===== config.mk =====
export PLATFORM = sky130hd
export DESIGN_NAME = exchange_sort_engine
export DESIGN_NICKNAME = d
export VERILOG_FILES = /design/src/rtl/esort_pkg.sv /design/src/rtl/esort_dp.sv /design/src/rtl/esort_ctrl.sv /design/src/rtl/exchange_sort_engine.sv
export SDC_FILE = /design/constraint.sdc
export NUM_CORES = 2
export LEC_CHECK = 0
export BUFFER_PORTS_ARGS = -buffer_cell sky130_fd_sc_hd__buf_4
export CAP_MARGIN = 10
export CORE_MARGIN = 5
export CORE_UTILIZATION = 60
export CTS_CLUSTER_DIAMETER = 100
export DETAILED_ROUTE_END_ITERATION = 10
export PLACE_DENSITY = 0.76
export SETUP_SLACK_MARGIN = 0.05
export SLEW_MARGIN = 20
export SYNTH_ARGS = -nofsm -noshare
export SYNTH_HDL_FRONTEND = slang
export SYNTH_SLANG_ARGS = --single-unit

===== constraint.sdc =====
create_clock -name clock -period 6.8 [get_ports clock]
set_input_delay 1.36 -clock clock [delete_from_list [all_inputs] [get_ports clock]]
set_output_delay 1.36 -clock clock [all_outputs]
set_load 0.005 [all_outputs]

===== src/rtl/esort_pkg.sv =====
// Shared types and constants for the exchange sort engine.
// No dependencies; the controller, datapath and top level import this package.
`timescale 1ns / 1ps

package esort_pkg;

   // Default buffer depth and element width.
   localparam int DEPTH_DEF = 64;
   localparam int VALUE_W   = 32;

   // Per-cycle command from the controller to the datapath.
   typedef struct packed {
      logic rd_en;    // read the element store at rd_addr
      logic load_a;   // capture read data into the held element
      logic cmp_en;   // compare the held element with read data and swap if smaller
      logic wr_load;  // write the incoming request value at wr_addr
      logic wr_a;     // write the held element back at wr_addr
   } esort_cmd_type;

endpackage


===== src/rtl/esort_dp.sv =====
// Datapath of the exchange sort engine: element store, held element and compare-swap.
// Depends on esort_pkg; driven by esort_ctrl through esort_cmd_type commands.
`timescale 1ns / 1ps

module esort_dp
   import esort_pkg::*;
#(
   parameter int DEPTH = DEPTH_DEF,
   localparam int IDX_W = $clog2(DEPTH)
) (
   input  logic                       clock,
   input  esort_cmd_type              cmd,
   input  logic [IDX_W-1:0]           rd_addr,
   input  logic [IDX_W-1:0]           wr_addr,
   input  logic signed [VALUE_W-1:0]  req_value,
   output logic signed [VALUE_W-1:0]  rsp_sorted_value
);

   logic signed [VALUE_W-1:0] store_ff [DEPTH];
   logic signed [VALUE_W-1:0] rdata_ff;
   logic signed [VALUE_W-1:0] a_ff;
   logic signed [VALUE_W-1:0] a_in;
   logic signed [VALUE_W-1:0] wdata;
   logic                      swap;
   logic                      we;

   // The held element (entry i) swaps with entry j when it is the smaller one.
   assign swap  = cmd.cmp_en && (a_ff < rdata_ff);
   assign we    = cmd.wr_load || cmd.wr_a || swap;
   assign wdata = cmd.wr_load ? req_value : a_ff;

   // The held element takes the read data on a load or on a swap.
   always_comb begin
      a_in = a_ff;
      if (cmd.load_a || swap) begin
         a_in = rdata_ff;
      end
   end

   // Element store with one write port and one registered read port.
   always_ff @(posedge clock) begin
      if (we) begin
         store_ff[wr_addr] <= wdata;
      end
      if (cmd.rd_en) begin
         rdata_ff <= store_ff[rd_addr];
      end
   end

   // Held element register.
   always_ff @(posedge clock) begin
      a_ff <= a_in;
   end

   // Read data is held while no read is issued, so it serves as the output register.
   assign rsp_sorted_value = rdata_ff;

endmodule


===== src/rtl/esort_ctrl.sv =====
// Controller of the exchange sort engine: load, sort passes and output sequencing.
// Depends on esort_pkg; issues esort_cmd_type commands to esort_dp.
`timescale 1ns / 1ps

module esort_ctrl
   import esort_pkg::*;
#(
   parameter int DEPTH = DEPTH_DEF,
   localparam int IDX_W = $clog2(DEPTH),
   localparam int CNT_W = $clog2(DEPTH + 1)
) (
   input  logic              clock,
   input  logic              reset,
   input  logic              req_valid,
   input  logic              req_last_item,
   output logic              req_stall,
   output logic              rsp_valid,
   input  logic              rsp_stall,
   output logic              rsp_last_result,
   output logic              rsp_overflow,
   output esort_cmd_type     cmd,
   output logic [IDX_W-1:0]  rd_addr,
   output logic [IDX_W-1:0]  wr_addr
);

   localparam logic [2:0] S_LOAD  = 3'd0;
   localparam logic [2:0] S_AREAD = 3'd1;
   localparam logic [2:0] S_ALOAD = 3'd2;
   localparam logic [2:0] S_SCAN  = 3'd3;
   localparam logic [2:0] S_AWRITE = 3'd4;
   localparam logic [2:0] S_ORD   = 3'd5;
   localparam logic [2:0] S_OSHOW = 3'd6;

   localparam logic [CNT_W-1:0] DEPTH_CNT = CNT_W'(DEPTH);

   logic [2:0]       state_ff, state_in;
   logic [CNT_W-1:0] count_ff, count_in;
   logic             dropped_ff, dropped_in;
   logic [IDX_W-1:0] i_ff, i_in;
   logic [CNT_W-1:0] j_ff, j_in;
   logic [IDX_W-1:0] k_ff, k_in;
   logic             pend_ff, pend_in;
   logic [IDX_W-1:0] pidx_ff, pidx_in;
   logic [CNT_W-1:0] count_m1;
   logic [IDX_W-1:0] last_idx;

   // Index of the last stored element; only used while the set is non-empty.
   assign count_m1 = count_ff - CNT_W'(1);
   assign last_idx = count_m1[IDX_W-1:0];

   // Next-state and command logic.
   always_comb begin
      state_in   = state_ff;
      count_in   = count_ff;
      dropped_in = dropped_ff;
      i_in       = i_ff;
      j_in       = j_ff;
      k_in       = k_ff;
      pend_in    = pend_ff;
      pidx_in    = pidx_ff;
      cmd        = '0;
      rd_addr    = '0;
      wr_addr    = '0;
      unique case (state_ff)
         S_LOAD: begin
            if (req_valid) begin
               if (count_ff < DEPTH_CNT) begin
                  cmd.wr_load = 1'b1;
                  wr_addr     = count_ff[IDX_W-1:0];
                  count_in    = count_ff + CNT_W'(1);
               end else begin
                  dropped_in = 1'b1;
               end
               if (req_last_item) begin
                  i_in     = '0;
                  state_in = S_AREAD;
               end
            end
         end
         S_AREAD: begin
            cmd.rd_en = 1'b1;
            rd_addr   = i_ff;
            state_in  = S_ALOAD;
         end
         S_ALOAD: begin
            // Capture entry i and start the inner pass with entry zero.
            cmd.load_a = 1'b1;
            cmd.rd_en  = 1'b1;
            rd_addr    = '0;
            pend_in    = 1'b1;
            pidx_in    = '0;
            j_in       = CNT_W'(1);
            state_in   = S_SCAN;
         end
         S_SCAN: begin
            // Compare the pending entry; entry i itself never swaps with itself.
            cmd.cmp_en = pend_ff && (pidx_ff != i_ff);
            wr_addr    = pidx_ff;
            if (j_ff < count_ff) begin
               cmd.rd_en = 1'b1;
               rd_addr   = j_ff[IDX_W-1:0];
               pend_in   = 1'b1;
               pidx_in   = j_ff[IDX_W-1:0];
               j_in      = j_ff + CNT_W'(1);
            end else begin
               pend_in = 1'b0;
            end
            if (!pend_ff) begin
               state_in = S_AWRITE;
            end
         end
         S_AWRITE: begin
            cmd.wr_a = 1'b1;
            wr_addr  = i_ff;
            if (i_ff == last_idx) begin
               k_in     = '0;
               state_in = S_ORD;
            end else begin
               i_in     = i_ff + IDX_W'(1);
               state_in = S_AREAD;
            end
         end
         S_ORD: begin
            cmd.rd_en = 1'b1;
            rd_addr   = k_ff;
            state_in  = S_OSHOW;
         end
         S_OSHOW: begin
            if (!rsp_stall) begin
               if (k_ff == last_idx) begin
                  count_in   = '0;
                  dropped_in = 1'b0;
                  state_in   = S_LOAD;
               end else begin
                  k_in     = k_ff + IDX_W'(1);
                  state_in = S_ORD;
               end
            end
         end
         default: begin
            state_in = S_LOAD;
         end
      endcase
   end

   // Control registers.
   always_ff @(posedge clock) begin
      if (reset) begin
         state_ff   <= S_LOAD;
         count_ff   <= '0;
         dropped_ff <= 1'b0;
         pend_ff    <= 1'b0;
      end else begin
         state_ff   <= state_in;
         count_ff   <= count_in;
         dropped_ff <= dropped_in;
         pend_ff    <= pend_in;
      end
   end

   // Loop indexes.
   always_ff @(posedge clock) begin
      i_ff    <= i_in;
      j_ff    <= j_in;
      k_ff    <= k_in;
      pidx_ff <= pidx_in;
   end

   // Handshake and result flags.
   assign req_stall       = (state_ff != S_LOAD);
   assign rsp_valid       = (state_ff == S_OSHOW);
   assign rsp_last_result = (k_ff == last_idx);
   assign rsp_overflow    = dropped_ff;

`ifndef SYNTHESIS
   // The fill count never passes the store depth.
   a_count_bound: assert property (@(posedge clock) disable iff (reset)
      count_ff <= DEPTH_CNT)
      else $error("element count above depth");

   // A pending compare always refers to a stored entry.
   a_pend_in_range: assert property (@(posedge clock) disable iff (reset)
      (state_ff == S_SCAN) && pend_ff |-> (CNT_W'(pidx_ff) < count_ff))
      else $error("compare index outside the stored set");

   // A request marked last starts the sort.
   a_last_starts_sort: assert property (@(posedge clock) disable iff (reset)
      req_valid && !req_stall && req_last_item |=> (state_ff == S_AREAD))
      else $error("last request did not start the sort");

   // Taking the final result empties the engine.
   a_final_clears: assert property (@(posedge clock) disable iff (reset)
      rsp_valid && !rsp_stall && rsp_last_result |=>
         (state_ff == S_LOAD) && (count_ff == '0) && !dropped_ff)
      else $error("engine not empty after final result");
`endif

endmodule


===== src/rtl/exchange_sort_engine.sv =====
// Loading: one request per cycle while req_stall is low; a set of n entries is then sorted in place.
// Output: each sorted result is read from the store, then presented and held through any stall.
// Requests stall from the last item of a set until its final result is taken; the element store
// has a single read port.
// Reset: synchronous, active high; clears the fill count, overflow flag and sequencer.
// Top level of the exchange sort engine; depends on esort_pkg, esort_ctrl and esort_dp.
`timescale 1ns / 1ps

module exchange_sort_engine
   import esort_pkg::*;
#(
   parameter int DEPTH = DEPTH_DEF
) (
   input  logic                       clock,
   input  logic                       reset,
   input  logic                       req_valid,
   output logic                       req_stall,
   input  logic signed [VALUE_W-1:0]  req_value,
   input  logic                       req_last_item,
   output logic                       rsp_valid,
   input  logic                       rsp_stall,
   output logic signed [VALUE_W-1:0]  rsp_sorted_value,
   output logic                       rsp_last_result,
   output logic                       rsp_overflow
);

   localparam int IDX_W = $clog2(DEPTH);

   esort_cmd_type    cmd;
   logic [IDX_W-1:0] rd_addr;
   logic [IDX_W-1:0] wr_addr;

   // Sequencer for load, sort passes and output.
   esort_ctrl #(
      .DEPTH(DEPTH)
   ) u_ctrl (
      .clock           (clock),
      .reset           (reset),
      .req_valid       (req_valid),
      .req_last_item   (req_last_item),
      .req_stall       (req_stall),
      .rsp_valid       (rsp_valid),
      .rsp_stall       (rsp_stall),
      .rsp_last_result (rsp_last_result),
      .rsp_overflow    (rsp_overflow),
      .cmd             (cmd),
      .rd_addr         (rd_addr),
      .wr_addr         (wr_addr)
   );

   // Element store and compare-swap unit.
   esort_dp #(
      .DEPTH(DEPTH)
   ) u_dp (
      .clock            (clock),
      .cmd              (cmd),
      .rd_addr          (rd_addr),
      .wr_addr          (wr_addr),
      .req_value        (req_value),
      .rsp_sorted_value (rsp_sorted_value)
   );

endmodule


==> impl_results.md <==
* Critical path peak fanout at 18
* Final period utilization at between 80% and 90%
* Setup ws final at approximately 0.83 ns
* Initial DRC count at approximately 8600
* Setup Skew at ~0.032 ns
* GRT Total Usage at 30.5%
* Fmax at 0.167 GHz
* Final ANT Viol Nets at 0
* Crit-path cells: inv_1 > ha_1 > nand2_1 > nor3_1 > nand2_1 > or4_1 > a31oi_1 > mux2_2 > nand3_1 > nor2_4 > buf_4
* Class of the worst hold path: flop to flop
* Yosys cell types at 67
* WS Path Type: flop to flop
* Area occupied by multi-input gates at 19300 sq um
* Final Total Pwr at about 30000 uW
* Post-Syn Instances at between 6000 and 7000
* FP Rows at 138
* Slew Viols, Final at 0
* Reg-to-Reg Start: u_dp.rsp_sorted_value[18]
* Layout cells sized above 1 at 10.3%
* First-pass GRT wire length at around 340 mm
* Port-buffer cells at 72
* GR Overflow Total at 0
* Commonest cells post-synth: edfxtp_1 (2137), nand2_1 (1725), nand3_1 (449), mux2i_1 (239), a31oi_1 (183)
* Die Wd at 386 microns
* Min Tclk post-route at 5.97 ns
* Crit start category: flop
* Clk sinks at 2149
* Post-synth top flop: edfxtp_1
* Crit. Startpoint: u_dp.rsp_sorted_value[18]
* CTS tree: built
* Initial core utilization at about three fifths
* Met1 wire length at 84.0 mm
* Vias in the first global route at slightly above 50000
* Antenna violations before repair at 19
* Clock latency at the later pin of the worst-skew pair at between 0.8 and 0.9 ns
* Vias per std cell at ~6.6
* Layout Utilization at about two thirds
* Total area of sequential cells at approximately 64000 sq um
* Net Sw Power at 8070 uW
* Gate power share at between 10% and 20%
* Cell Pwr Density at around 320 nW/um^2
* Die Ht at about 390 microns
* Sw Ratio at a little over a quarter
* WL met3 at 32.1 mm
* # nets final at roughly 6200
* Pint at roughly 23000 uW
* Syn_nets at around 6100
* Placed cell count at a little under 8000
* RSZ-0062 raised after global routing: false
* # fillers at a little over 9000
* Seq pwr share at about half
* Reg2Reg Setup Slack at roughly 0.83 ns
* Htree depth at 4
* Non-Filler Instances at just over 8000
* Register area share after synthesis at ~76%
* Die area at approximately 150000 sq um
* Leak at between 0.03 and 0.04 uW
* Clock buffer depth at 3
* Max VDD drop at ~0.00026 V
* Drt total wl at approximately 230 mm
* Worst Tran Pin Value at 1.19 ns
* MaxCap Viol Count at 0
* Data required, critical path at between 7 and 8 ns
* Clk pin slew, worst setup/hold paths at approximately 0.060 ns
* # setup viols final at 0
* CP Capture Type: flop
* Clk network pwr share at around a third
* Post-synth EDFFs at ~2100
* Most common cell on crit path: nand2_1
* Vias post-DR at about 54000
* Core area at about 140000 sq um
* Remaining routing DRC violations at 0
* TNS Setup at 0 ns
* Yosys top cell area share at about three quarters
* Most common cell in the synthesized netlist: edfxtp_1
* CTS Buf Count at 200
* Global placer's final weighted congestion at between 0.8 and 0.9
* Largest cells by area after synthesis: edfxtp_1 (75%), nand2_1 (7.6%), mux2i_1 (2.8%)
* Status: finished, final reports clean
* Post-Syn Area at 85000 sq um
* Max stage delay on crit path at 0.87 ns
* Synth warnings at 0
* Resized Gates After CTS at 0
* Pre-CTS setup slack at approximately 1.1 ns
* Drt first pass iters at 6
* HPWL after DPL at between 100 and 150 mm
* Metal2 WL at 108 mm
* Root Buffer Master: clkbuf_16
* Hold-fix buffer count after cts at 0
* Async SR Flop Fraction at 0%
* DR WL/cell at 28.6 microns
* Min-delay src: u_dp.rsp_sorted_value[12]
* Critical path's slowest cell: nor2_4
* Leading area contributor after synthesis: edfxtp_1
* Highest metal layer with signal wires: met5
* Area grow syn2layout at 11.6%
* Max transition margin at 20.4%
* # Post-CTS Setup Buffers at 0
* Largest net degree at the start of global routing at between 100 and 150
* # IOs at 73
* FF+latch count, synth at roughly 2100
* Avg Synthesized Cell Area at approximately 14 sq um
* WP data arrival at ~6.5 ns
* Hold Violations, Final at 0
==> final cells by class <==
class	instances	share of cell area (%)
flip-flops and latches	2149	67.9
multi-input cells	3491	20.4
clock buffers	255	5.67
repair buffers	253	2.55
well taps	1890	2.49
clock inverters	110	0.830
inverters	47	0.186
diodes	6	0.0158
==> layout by cell type (no fill, tap or decap), types with 8 or more instances in the layout <==
| master | count |
|---|---|
| a211oi_1 | 53 |
| a21o_1 | 20 |
| a21oi_1 | 118 |
| a221oi_1 | 29 |
| a31oi_1 | 183 |
| a32o_1 | 12 |
| a32oi_1 | 162 |
| a41o_1 | 8 |
| and2_1 | 11 |
| and3_1 | 51 |
| buf_12 | 37 |
| buf_4 | 213 |
| bufinv_16 | 10 |
| clkbuf_1 | 47 |
| clkbuf_16 | 208 |
| clkinv_1 | 60 |
| clkinv_2 | 32 |
| dfxtp_1 | 12 |
| edfxtp_1 | 2137 |
| ha_1 | 42 |
| inv_1 | 46 |
| mux2i_1 | 238 |
| nand2_1 | 1691 |
| nand2_2 | 31 |
| nand3_1 | 446 |
| nand4_1 | 56 |
| nor2_1 | 43 |
| nor2_4 | 38 |
| nor2b_1 | 8 |
| nor3_1 | 10 |
| nor3_2 | 32 |
| nor4_1 | 50 |
| o21ai_0 | 10 |
| or4_1 | 25 |
| xnor2_1 | 29 |
| xor2_1 | 9 |
==> power by group through the flow <==
stage	sequential, uW	clock (uW)	combinational [uW]
2_1_floorplan	16000	0	2160
3_3_place_gp	16100	0	3850
3_5_place_dp	16100	0	3970
4_1_cts	15800	10700	4000
5_1_grt	15800	11300	4300
6_report	15800	10700	4120
==> cells by family (layout without fill, tap and decap cells) <==
| group | count (synthesis) | count (layout) | share of synthesized area (%) |
|---|---|---|---|
| AND/OR/NAND/NOR | 2532 | 2532 | 12.7 |
| other | 0 | 6 | 0 |
| XOR/XNOR | 38 | 38 | 0.392 |
| AO/OA/AOI/OAI | 636 | 636 | 5.35 |
| flip-flops | 2149 | 2149 | 75.8 |
| buffers and inverters | 407 | 665 | 2.28 |
| adder cells (fa/ha/maj) | 42 | 42 | 0.618 |
| multiplexers | 243 | 243 | 2.87 |
==> worst max-delay path, delay by kind of cell, from the launching register on <==
family	cells	cell delay, ns
AO/OA/AOI/OAI	1	0.67
AND/OR/NAND/NOR	6	2.82
multiplexers	1	0.43
flip-flops	1	0.78
buffers and inverters	2	0.55
adder cells (fa/ha/maj)	1	0.33
==> final timing paths <==
path | endpoint | depth (start not counted)
min | u_dp.a_ff[12] | 0
max | u_dp.store_ff[11][26] | 11
min reg2reg | u_dp.a_ff[12] | 0
max reg2reg | u_dp.store_ff[11][26] | 11
==> flip-flops by register name (all words and copies together), names as in the netlist <==
signal / flops
u_dp.store_ff: 2048
u_dp.a_ff: 32
u_dp.rsp_sorted_value: 32
u_ctrl.count_ff: 7
u_ctrl.j_ff: 7
u_ctrl.i_ff: 6
u_ctrl.k_ff: 6
u_ctrl.pidx_ff: 6
u_ctrl.state_ff: 3
u_ctrl.pend_ff: 1
u_ctrl.rsp_overflow: 1
==> per-layer routing <==
| layer | vias up | global-route usage, % |
|---|---|---|
| met5 | - | 0 |
| met4 | 6 | 12.3 |
| met3 | 630 | 8.10 |
| met2 | 4103 | 47.1 |
| met1 | 26600 | 41.9 |
| li1 | 22800 | - |
==> metrics by stage <==
step	hold WS, ns	cell area, sq um
after floorplan	0.461	85000
after global placement	0.474	88200
after detailed placement	0.480	88600
after CTS	0.498	94800
after global routing	0.516	94900
final	0.498	94900
No activity file was read; power rests on OpenSTA's default activity.
